<file path="config.mk">
export PLATFORM = sky130hd
export DESIGN_NAME = imh_ctrl
export DESIGN_NICKNAME = d
export VERILOG_FILES = /design/src/design/imh_pkg.sv /design/src/design/imh_ctrl.sv
export SDC_FILE = /design/constraint.sdc
export NUM_CORES = 1
export LEC_CHECK = 0
export BUFFER_PORTS_ARGS = -buffer_cell sky130_fd_sc_hd__buf_4
export CORE_MARGIN = 4
export CORE_UTILIZATION = 32
export CTS_CLUSTER_DIAMETER = 30
export CTS_CLUSTER_SIZE = 24
export DETAILED_ROUTE_END_ITERATION = 12
export GPL_ROUTABILITY_DRIVEN = 0
export SYNTH_ARGS = -nofsm -noshare
export SYNTH_HDL_FRONTEND = slang
export SYNTH_SLANG_ARGS = --single-unit
</file>
<file path="constraint.sdc">
create_clock -name clk_i -period 2 [get_ports clk_i]
set_clock_uncertainty 0.15 [all_clocks]
set_input_delay 0.3 -clock clk_i [delete_from_list [all_inputs] [get_ports clk_i]]
set_output_delay 0.3 -clock clk_i [all_outputs]
set_load 0.05 [all_outputs]
</file>
<file path="src/design/imh_pkg.sv">
// Shared constants, types and command/status structs for the indexed min-heap.
`timescale 1ns / 1ps
package imh_pkg;

  localparam int unsigned Capacity   = 64;
  localparam int unsigned SlotBits   = 6;   // log2(Capacity)
  localparam int unsigned CountBits  = 7;   // holds Capacity itself
  localparam int unsigned KeyBits    = 32;
  localparam int unsigned VertexBits = 6;
  localparam int unsigned Vertices   = 64;

  localparam logic [1:0] ActInsert  = 2'd0;
  localparam logic [1:0] ActExtract = 2'd1;
  localparam logic [1:0] ActUpdate  = 2'd2;
  localparam logic [1:0] ActUnused  = 2'd3;

  localparam logic [2:0] StOk      = 3'd0;
  localparam logic [2:0] StEmpty   = 3'd1;
  localparam logic [2:0] StFull    = 3'd2;
  localparam logic [2:0] StAbsent  = 3'd3;
  localparam logic [2:0] StPresent = 3'd4;

  typedef logic [SlotBits-1:0]   slot_t;
  typedef logic [CountBits-1:0]  count_t;
  typedef logic [KeyBits-1:0]    key_t;
  typedef logic [VertexBits-1:0] vertex_t;

  typedef struct packed {
    vertex_t vtx;
    key_t    key;
  } entry_t;

  // Position map entry: present flag and heap slot
  typedef struct packed {
    logic  pres;
    slot_t slot;
  } map_t;

  // Datapath commands issued by the controller
  typedef enum logic [3:0] {
    CmdNone,
    CmdClear,       // mark one position map entry absent
    CmdLatch,       // capture input word, read map, root and last
    CmdInsStart,    // hold new entry, open hole at slot count, count++
    CmdExStart,     // register root for output, drop its vertex, hold last, count--
    CmdUpdStart,    // hold vertex with new key at its map slot
    CmdUpRead,      // read parent of the hole
    CmdUpMove,      // move parent down into the hole
    CmdDnRead,      // read both children of the hole
    CmdDnMove,      // move best child up into the hole
    CmdFinal,       // write held entry into the hole and set its map entry
    CmdSetStatus    // record status code
  } cmd_e;

  typedef struct packed {
    cmd_e        cmd;
    logic [2:0]  st;
  } ctl_t;

  typedef struct packed {
    logic [1:0] action;
    logic       present;
    logic       full;
    logic       empty;
    logic       has_last;   // more than one entry before extract
    logic       at_root;    // hole sits at slot zero
    logic       up_go;      // parent key strictly greater
    logic       dn_go;      // some child strictly smaller
    logic       clr_last;   // last map entry being cleared
  } sts_t;

endpackage

</file>
<file path="src/design/imh_ctrl.sv">
// Operation sequencer for insert, extract and update with sift loops.
`timescale 1ns / 1ps
module imh_ctrl
  import imh_pkg::*;
(
  input  logic clk_i,
  input  logic rst_ni,
  input  logic in_valid_i,
  output logic in_ready_o,
  output logic out_valid_o,
  input  logic out_ready_i,
  input  sts_t sts_i,
  output ctl_t ctl_o
);

  localparam logic [3:0] SClear  = 4'd0;
  localparam logic [3:0] SIdle   = 4'd1;
  localparam logic [3:0] SDecode = 4'd2;
  localparam logic [3:0] SUpRead = 4'd3;
  localparam logic [3:0] SUpChk  = 4'd4;
  localparam logic [3:0] SDnRead = 4'd5;
  localparam logic [3:0] SDnChk  = 4'd6;
  localparam logic [3:0] SFinal  = 4'd7;
  localparam logic [3:0] SDone   = 4'd8;

  logic [3:0] state_q, state_d;
  logic       upd_q, upd_d;   // update runs a down pass after the up pass
  logic       ovalid_q, ovalid_d;

  assign in_ready_o  = (state_q == SIdle) && !ovalid_q;
  assign out_valid_o = ovalid_q;

  always_comb begin
    state_d  = state_q;
    upd_d    = upd_q;
    ovalid_d = ovalid_q;
    ctl_o    = '{cmd: CmdNone, st: StOk};
    if (ovalid_q && out_ready_i) ovalid_d = 1'b0;
    case (state_q)
      SClear: begin
        ctl_o.cmd = CmdClear;
        if (sts_i.clr_last) state_d = SIdle;
      end
      SIdle: begin
        if (in_valid_i && in_ready_o) begin
          ctl_o.cmd = CmdLatch;
          state_d   = SDecode;
        end
      end
      SDecode: begin
        state_d = SDone;
        upd_d   = 1'b0;
        case (sts_i.action)
          ActInsert: begin
            if (sts_i.present) ctl_o = '{cmd: CmdSetStatus, st: StPresent};
            else if (sts_i.full) ctl_o = '{cmd: CmdSetStatus, st: StFull};
            else begin
              ctl_o.cmd = CmdInsStart;
              state_d   = SUpRead;
            end
          end
          ActExtract: begin
            if (sts_i.empty) ctl_o = '{cmd: CmdSetStatus, st: StEmpty};
            else begin
              ctl_o.cmd = CmdExStart;
              state_d   = sts_i.has_last ? SDnRead : SDone;
            end
          end
          ActUpdate: begin
            if (!sts_i.present) ctl_o = '{cmd: CmdSetStatus, st: StAbsent};
            else begin
              ctl_o.cmd = CmdUpdStart;
              upd_d     = 1'b1;
              state_d   = SUpRead;
            end
          end
          default: ;
        endcase
      end
      SUpRead: begin
        if (sts_i.at_root) begin
          state_d = upd_q ? SDnRead : SFinal;
        end else begin
          ctl_o.cmd = CmdUpRead;
          state_d   = SUpChk;
        end
      end
      SUpChk: begin
        if (sts_i.up_go) begin
          ctl_o.cmd = CmdUpMove;
          state_d   = SUpRead;
        end else begin
          state_d = upd_q ? SDnRead : SFinal;
        end
      end
      SDnRead: begin
        ctl_o.cmd = CmdDnRead;
        state_d   = SDnChk;
      end
      SDnChk: begin
        if (sts_i.dn_go) begin
          ctl_o.cmd = CmdDnMove;
          state_d   = SDnRead;
        end else begin
          state_d = SFinal;
        end
      end
      SFinal: begin
        ctl_o.cmd = CmdFinal;
        state_d   = SDone;
      end
      SDone: begin
        ovalid_d = 1'b1;
        state_d  = SIdle;
      end
      default: state_d = SIdle;
    endcase
  end

  always_ff @(posedge clk_i or negedge rst_ni) begin
    if (!rst_ni) begin
      state_q  <= SClear;
      upd_q    <= 1'b0;
      ovalid_q <= 1'b0;
    end else begin
      state_q  <= state_d;
      upd_q    <= upd_d;
      ovalid_q <= ovalid_d;
    end
  end

endmodule

</file>
==> results of run 1 <==
per-layer routing:
metal | routed length (µm) | vias to the layer above
li1 | - | 389
met1 | 957 | 394
met2 | 1100 | 22
met3 | 108 | 0
met4 | 0 | 0
met5 | 0 | -
flip-flops by register name, indices dropped and copies added, names as in the netlist:
| name | count |
|---|---|
| state_q | 4 |
| out_valid_o | 1 |
| upd_q | 1 |
cells by family (layout without fill, tap and decap cells):
| family | after synthesis | after routing | synth area share |
|---|---|---|---|
| mux | 1 | 1 | 0.0159 |
| compound gates | 26 | 26 | 0.282 |
| flops | 6 | 6 | 0.239 |
| simple gates | 41 | 41 | 0.360 |
| buf+inv | 13 | 46 | 0.103 |
metrics by stage:
step | cell area, µm² | std cells
after floorplan | 699 | 87
after global placement | 918 | 134
after detailed placement | 918 | 134
after CTS | 1050 | 143
after global routing | 1080 | 145
final | 1080 | 145
worst paths after layout:
path	start	endpoint	slack (ns)	cells after the start
max	state_q[3]$_DFFE_PN0P_	ctl_o[2]	-0.15	3
min	out_ready_i	out_valid_o$_DFFE_PN0P_	0.09	2
max reg2reg	state_q[3]$_DFFE_PN0P_	state_q[1]$_DFFE_PN0P_	0.11	5
min reg2reg	upd_q$_DFFE_PN0P_	upd_q$_DFFE_PN0P_	0.35	2
max in group asynchronous	rst_ni	state_q[2]$_DFFE_PN0P_	1.33	2
min in group asynchronous	rst_ni	state_q[0]$_DFFE_PN0P_	0.25	2
where the power goes:
group | total, mW | switching, mW | internal [mW]
Clock | 0.108 | 0.0403 | 0.0676
Combinational | 1.25 | 0.720 | 0.531
Sequential | 0.211 | 0.0384 | 0.173
repair_timing:
| item | in CTS | in global routing |
|---|---|---|
| gates resized for setup | 17 | 5 |
| endpoints found under the hold margin | 6 | 0 |
| hold buffers | 1 | 0 |
| endpoints found under the setup margin | 8 | 8 |
| buffers inserted | 4 | 3 |
| cloned | 1 | 0 |
| pin swaps | 4 | 5 |
layout make-up:
cell class	count	area, µm²	area share
clock buffer	3	22.5	0.0208
sequential	6	150	0.138
timing repair buffer	37	334	0.308
tap	25	31.3	0.0288
inverter	6	26.3	0.0242
multi-input combinational	68	520	0.480
worst reg2reg max path: cells and delay by family (launching register included):
family	cells	cell delay, ns
AND/OR/NAND/NOR	3	0.89
flip-flops	1	0.37
AO/OA/AOI/OAI	1	0.20
buffers and inverters	1	0.19
cell usage in the layout, fill, tap and decap left out, drive strengths merged:
cell type and count:
nand3 2, nor2b 2, buf 36, nand4b 1, nor3 6, and3 1
clkbuf 3, or3 1, a211oi 2, nor4b 1, or3b 1, o2111ai 1
inv 5, o32ai 3, o21ai 7, a2111oi 1, a21boi 1, nor4bb 1
dfrtp 6, and3b 1, clkinvlp 1, or4b 1, nor2 6, nand2b 2
nand2 11, a31oi 1, o221ai 1, or2 1, dlygate4sd3 1, o311ai 1
mux2i 1, nor4 2, a21oi 8, nor3b 1
==> impl_metrics.json, run 1 <==
{
  "status": "finished, violations left",
  "violations": "negative setup slack",
  "drt_iter0_drc": 22,
  "p_total_mw": 1.57,
  "cts_buffer_depth": 2,
  "ioPinCount": 23,
  "yosys.area.top_type_share": 0.239,
  "fin_crit_sh": 1.08,
  "ant_nets": 0,
  "die_height_um": 52.3,
  "power.density_nw_per_um2": 1450,
  "synthesis.area_per_instance_um2": 7.23,
  "maxCapViolCount": 0,
  "cts_max_level": 1,
  "grt_usage": 0.165,
  "antenna_found_initial": 0,
  "dieArea_um2": 2740,
  "rsz0062_at_grt": "true",
  "ys_top_cells_by_count": "11 x nand2_1, 8 x a21oi_1",
  "synth_edf_count": 0,
  "ys_async_sr_fraction": 1.00,
  "floorplan.initialDensity": 0.349,
  "worst_slack_ns": -0.152,
  "final.setup.tns_ns": -0.619,
  "slew_violations": 0,
  "synth_area_leader_cell": "dfrtp_1",
  "maxSlewHeadroom": 0.798,
  "synth-main-ff-cell": "dfrtp_1",
  "synth_cells": 87,
  "path_buf_inv": 1,
  "coreArea_um2": 1800,
  "synthTopCellsByArea": "dfrtp_1 24%, nand2_1 6.6%, a21oi_1 6.4%",
  "grt_util_met2": 0.285,
  "global_route.usage.met1": 0.220,
  "fmax_ghz": 0.465,
  "nets": 136,
  "hpwl_mm": 1.55,
  "viasPerCell": 5.55,
  "grtUsageMet3": 0.0142,
  "startpoint_type": "register",
  "port-buffer-count": 22,
  "final_util": 0.602,
  "busiest_layer": "met2",
  "cts_root_buffer": "clkbuf_4",
  "drc": 0,
  "netlist_area_um2": 629,
  "synth.most_common_cell": "nand2_1",
  "avgRoutedWirePerCell_um": 14.9,
  "timing_worst_setup_path_type": "reg2out",
  "grt-ovfl-total": 0,
  "min_period_ns": 2.15,
  "dp_slack_ns": 0.0582,
  "worst_path_dominant_cell_family": "simple AND/OR/NAND/NOR gates",
  "clock_latency_ns": 0.24,
  "ir_drop_mv": 1.06,
  "cts_sinks": 6,
  "cts_buffers": 3,
  "fillers": 172,
  "setup_viol": 5,
  "grt_pass1_vias": 783,
  "layout-drive-gt1-share": 0.458,
  "hp-class": "in2reg",
  "hold_viol_final": 0,
  "synth_warnings": 0,
  "yosysSeqAreaShare": 0.239,
  "crit_chain": "or4b_4 > nor4b_4 > buf_6",
  "worst-slew-pin-transition_ns": 0.298,
  "vias": 805,
  "synth_fp_nets": 101,
  "worst-path-max-fanout": 7,
  "grt_start_max_net_pins": 13,
  "dieWidth_um": 52.3,
  "num_rows": 15,
  "cp_data_required_time_ns": 1.55,
  "routed_wirelength_mm": 2.17,
  "dr.pass1.iters": 4,
  "leakage_nw": 0.454,
  "critPathMaxStageDelay_ns": 0.62,
  "areaGrowthSynthToFinish_pct": 72.4,
  "worst_setup_hold_path_clk_slew_ns": 0.04,
  "grt_pass1_wl_mm": 3.48,
  "ys_ff_latch": 6,
  "num_antenna_cells": 0,
  "synth_cell_types": 35,
  "critPathArrivalTime_ns": 1.70,
  "slowest_stage": "or4b_4",
  "hold_ws_ns": 0.0879,
  "cts_tree": "done",
  "endpoint_kind": "output pin"
}
Note: power is estimated with default switching activity, not from simulation.
==> run 2, diff against run 1 <==
--- a/config.mk
+++ b/config.mk
@@ -12,6 +12,8 @@
 export CTS_CLUSTER_SIZE = 24
 export DETAILED_ROUTE_END_ITERATION = 12
 export GPL_ROUTABILITY_DRIVEN = 0
+export SETUP_SLACK_MARGIN = 0.2
+export SKIP_LAST_GASP = 1
 export SYNTH_ARGS = -nofsm -noshare
 export SYNTH_HDL_FRONTEND = slang
 export SYNTH_SLANG_ARGS = --single-unit
==> run 2 against run 1 <==
  * The run still ends with negative setup slack left
  * Sequential power is 6% higher
  * Clock-buffer cell count stayed put
  * Die area stayed put
  * Cell area is 3.1% higher
  * Total power is 1.5% higher
  * Non-clock buffer count is 1 higher
  * Utilization is 1.9 points higher
  * Highest routed layer unchanged
==> impl_metrics.json, run 2 (synthesis results as in run 1) <==
{
  "viasPerCell": 5.42,
  "worst_setup_hold_path_clk_slew_ns": 0.04,
  "worst_slack_ns": -0.152,
  "rsz0062_at_grt": "true",
  "layout_commonest_cell": "buf_4",
  "nets": 137,
  "grt-ovfl-total": 0,
  "reg2reg_depth": 5,
  "leakage_nw": 0.459,
  "cts_max_level": 1,
  "dr.pass1.iters": 4,
  "critPathArrivalTime_ns": 1.70,
  "whs_endpoint": "out_valid_o$_DFFE_PN0P_",
  "layout-drive-gt1-share": 0.529,
  "vias": 792,
  "largest_reg_flops": 4,
  "rr_endpoint": "state_q[1]$_DFFE_PN0P_",
  "num_rows": 15,
  "areaGrowthSynthToFinish_pct": 77.7,
  "hold_ws_ns": 0.0823,
  "grt_pass1_vias": 808,
  "r2r_start": "state_q[0]$_DFFE_PN0P_",
  "power.density_nw_per_um2": 1420,
  "ioPinCount": 23,
  "grt_start_max_net_pins": 13,
  "fmax_ghz": 0.465,
  "ant_nets": 0,
  "cts_buffer_depth": 2,
  "worst-path-max-fanout": 6,
  "coreArea_um2": 1800,
  "port-buffer-count": 22,
  "ir_drop_mv": 1.06,
  "cts_tree": "done",
  "multi_input_area_um2": 554,
  "maxCapViolCount": 0,
  "antenna_found_initial": 0,
  "final_util": 0.621,
  "die_height_um": 52.3,
  "fin_crit_sh": 1.08,
  "hp-class": "in2reg",
  "register_area_um2": 153,
  "endpoint_kind": "output pin",
  "hold_depth": 2,
  "violations": "negative setup slack",
  "drc": 0,
  "cts_sinks": 6,
  "startpoint_type": "register",
  "status": "finished, violations left",
  "timing_worst_setup_path_type": "reg2out",
  "dieWidth_um": 52.3,
  "hpwl_mm": 1.60,
  "min_period_ns": 2.15,
  "num_antenna_cells": 0,
  "dieArea_um2": 2740,
  "critPathMaxStageDelay_ns": 0.62,
  "maxSlewHeadroom": 0.748,
  "setup_viol": 7,
  "slowest_stage": "or4b_4",
  "worst-slew-pin-transition_ns": 0.374,
  "layout_common_cells": "25 x buf_4, 12 x buf_6, 9 x nand2_1, 7 x a21oi_1",
  "hold_viol_final": 0,
  "grt_usage": 0.176,
  "cts_buffers": 3,
  "slew_violations": 0,
  "cts_root_buffer": "clkbuf_4",
  "drt_iter0_drc": 16,
  "fillers": 167,
  "grt_pass1_wl_mm": 3.62,
  "clock_latency_ns": 0.24,
  "cp_data_required_time_ns": 1.55,
  "hp-start": "out_ready_i",
  "floorplan.initialDensity": 0.349,
  "avgRoutedWirePerCell_um": 14.7,
  "r2r_setup_slack_ns": 0.18,
  "regMostFlops": "state_q",
  "crit_chain": "or4b_4 > nor4_4 > buf_6",
  "routed_wirelength_mm": 2.15
}
[run 2: timing repair]
item,in CTS,in global routing
endpoints found under the setup margin,10,11
pin swaps,4,3
gates resized for setup,20,11
hold endpoints to repair,6,0
hold buffers,1,0
buffers inserted,4,2
cloned,0,0
[run 2: how the worst max path moves through the flow]
stage,start,end,cells after the start
3_3_place_gp,state_q[0]$_DFFE_PN0P_,ctl_o[2],3
5_1_grt,state_q[0]$_DFFE_PN0P_,ctl_o[1],3
2_1_floorplan,state_q[0]$_DFFE_PN0P_,ctl_o[2],4
6_report,state_q[0]$_DFFE_PN0P_,ctl_o[1],3
3_5_place_dp,state_q[0]$_DFFE_PN0P_,ctl_o[1],3
4_1_cts,state_q[2]$_DFFE_PN0P_,ctl_o[1],3
[run 2: layer usage]
metal,global-route usage,vias to the layer above,routed length [µm]
li1,-,389,-
met1,0.238,382,999
met2,0.273,21,1060
met3,0.0285,0,87
met4,0.0766,0,0
met5,0,-,0
[run 2: cell type report]
class | count | share of cell area
well taps | 25 | 0.0280
repair buffers | 38 | 0.298
inverters | 6 | 0.0224
clock buffers | 3 | 0.0201
flip-flops and latches | 6 | 0.136
multi-input cells | 68 | 0.496
[run 2: report_power, final]
part           switching, mW  leakage [nW]  internal, mW  total [mW]
clock                 0.0403        0.0138        0.0676       0.108
sequential            0.0474        0.0754         0.176       0.223
combinational          0.722         0.370         0.540        1.26
total                  0.810         0.459         0.783        1.59
[run 2: worst max-delay path, delay by kind of cell (launching register included)]
family	cells	cell delay (ns)
buf+inv	1	0.20
flops	1	0.38
simple gates	2	0.88
[run 2: per-stage QoR]
stage | TNS [ns] | instance area, µm² | setup slack, ns | power, mW | cells
6_report | -0.571 | 1120 | -0.152 | 1.59 | 146
5_1_grt | -1.12 | 1120 | -0.223 | 1.70 | 146
4_1_cts | -0.579 | 1060 | -0.155 | 1.51 | 144
3_5_place_dp | 0 | 927 | 0.0512 | 1.24 | 136
3_3_place_gp | 0 | 927 | 0.0900 | 1.23 | 136
2_1_floorplan | -0.596 | 707 | -0.219 | 0.956 | 87
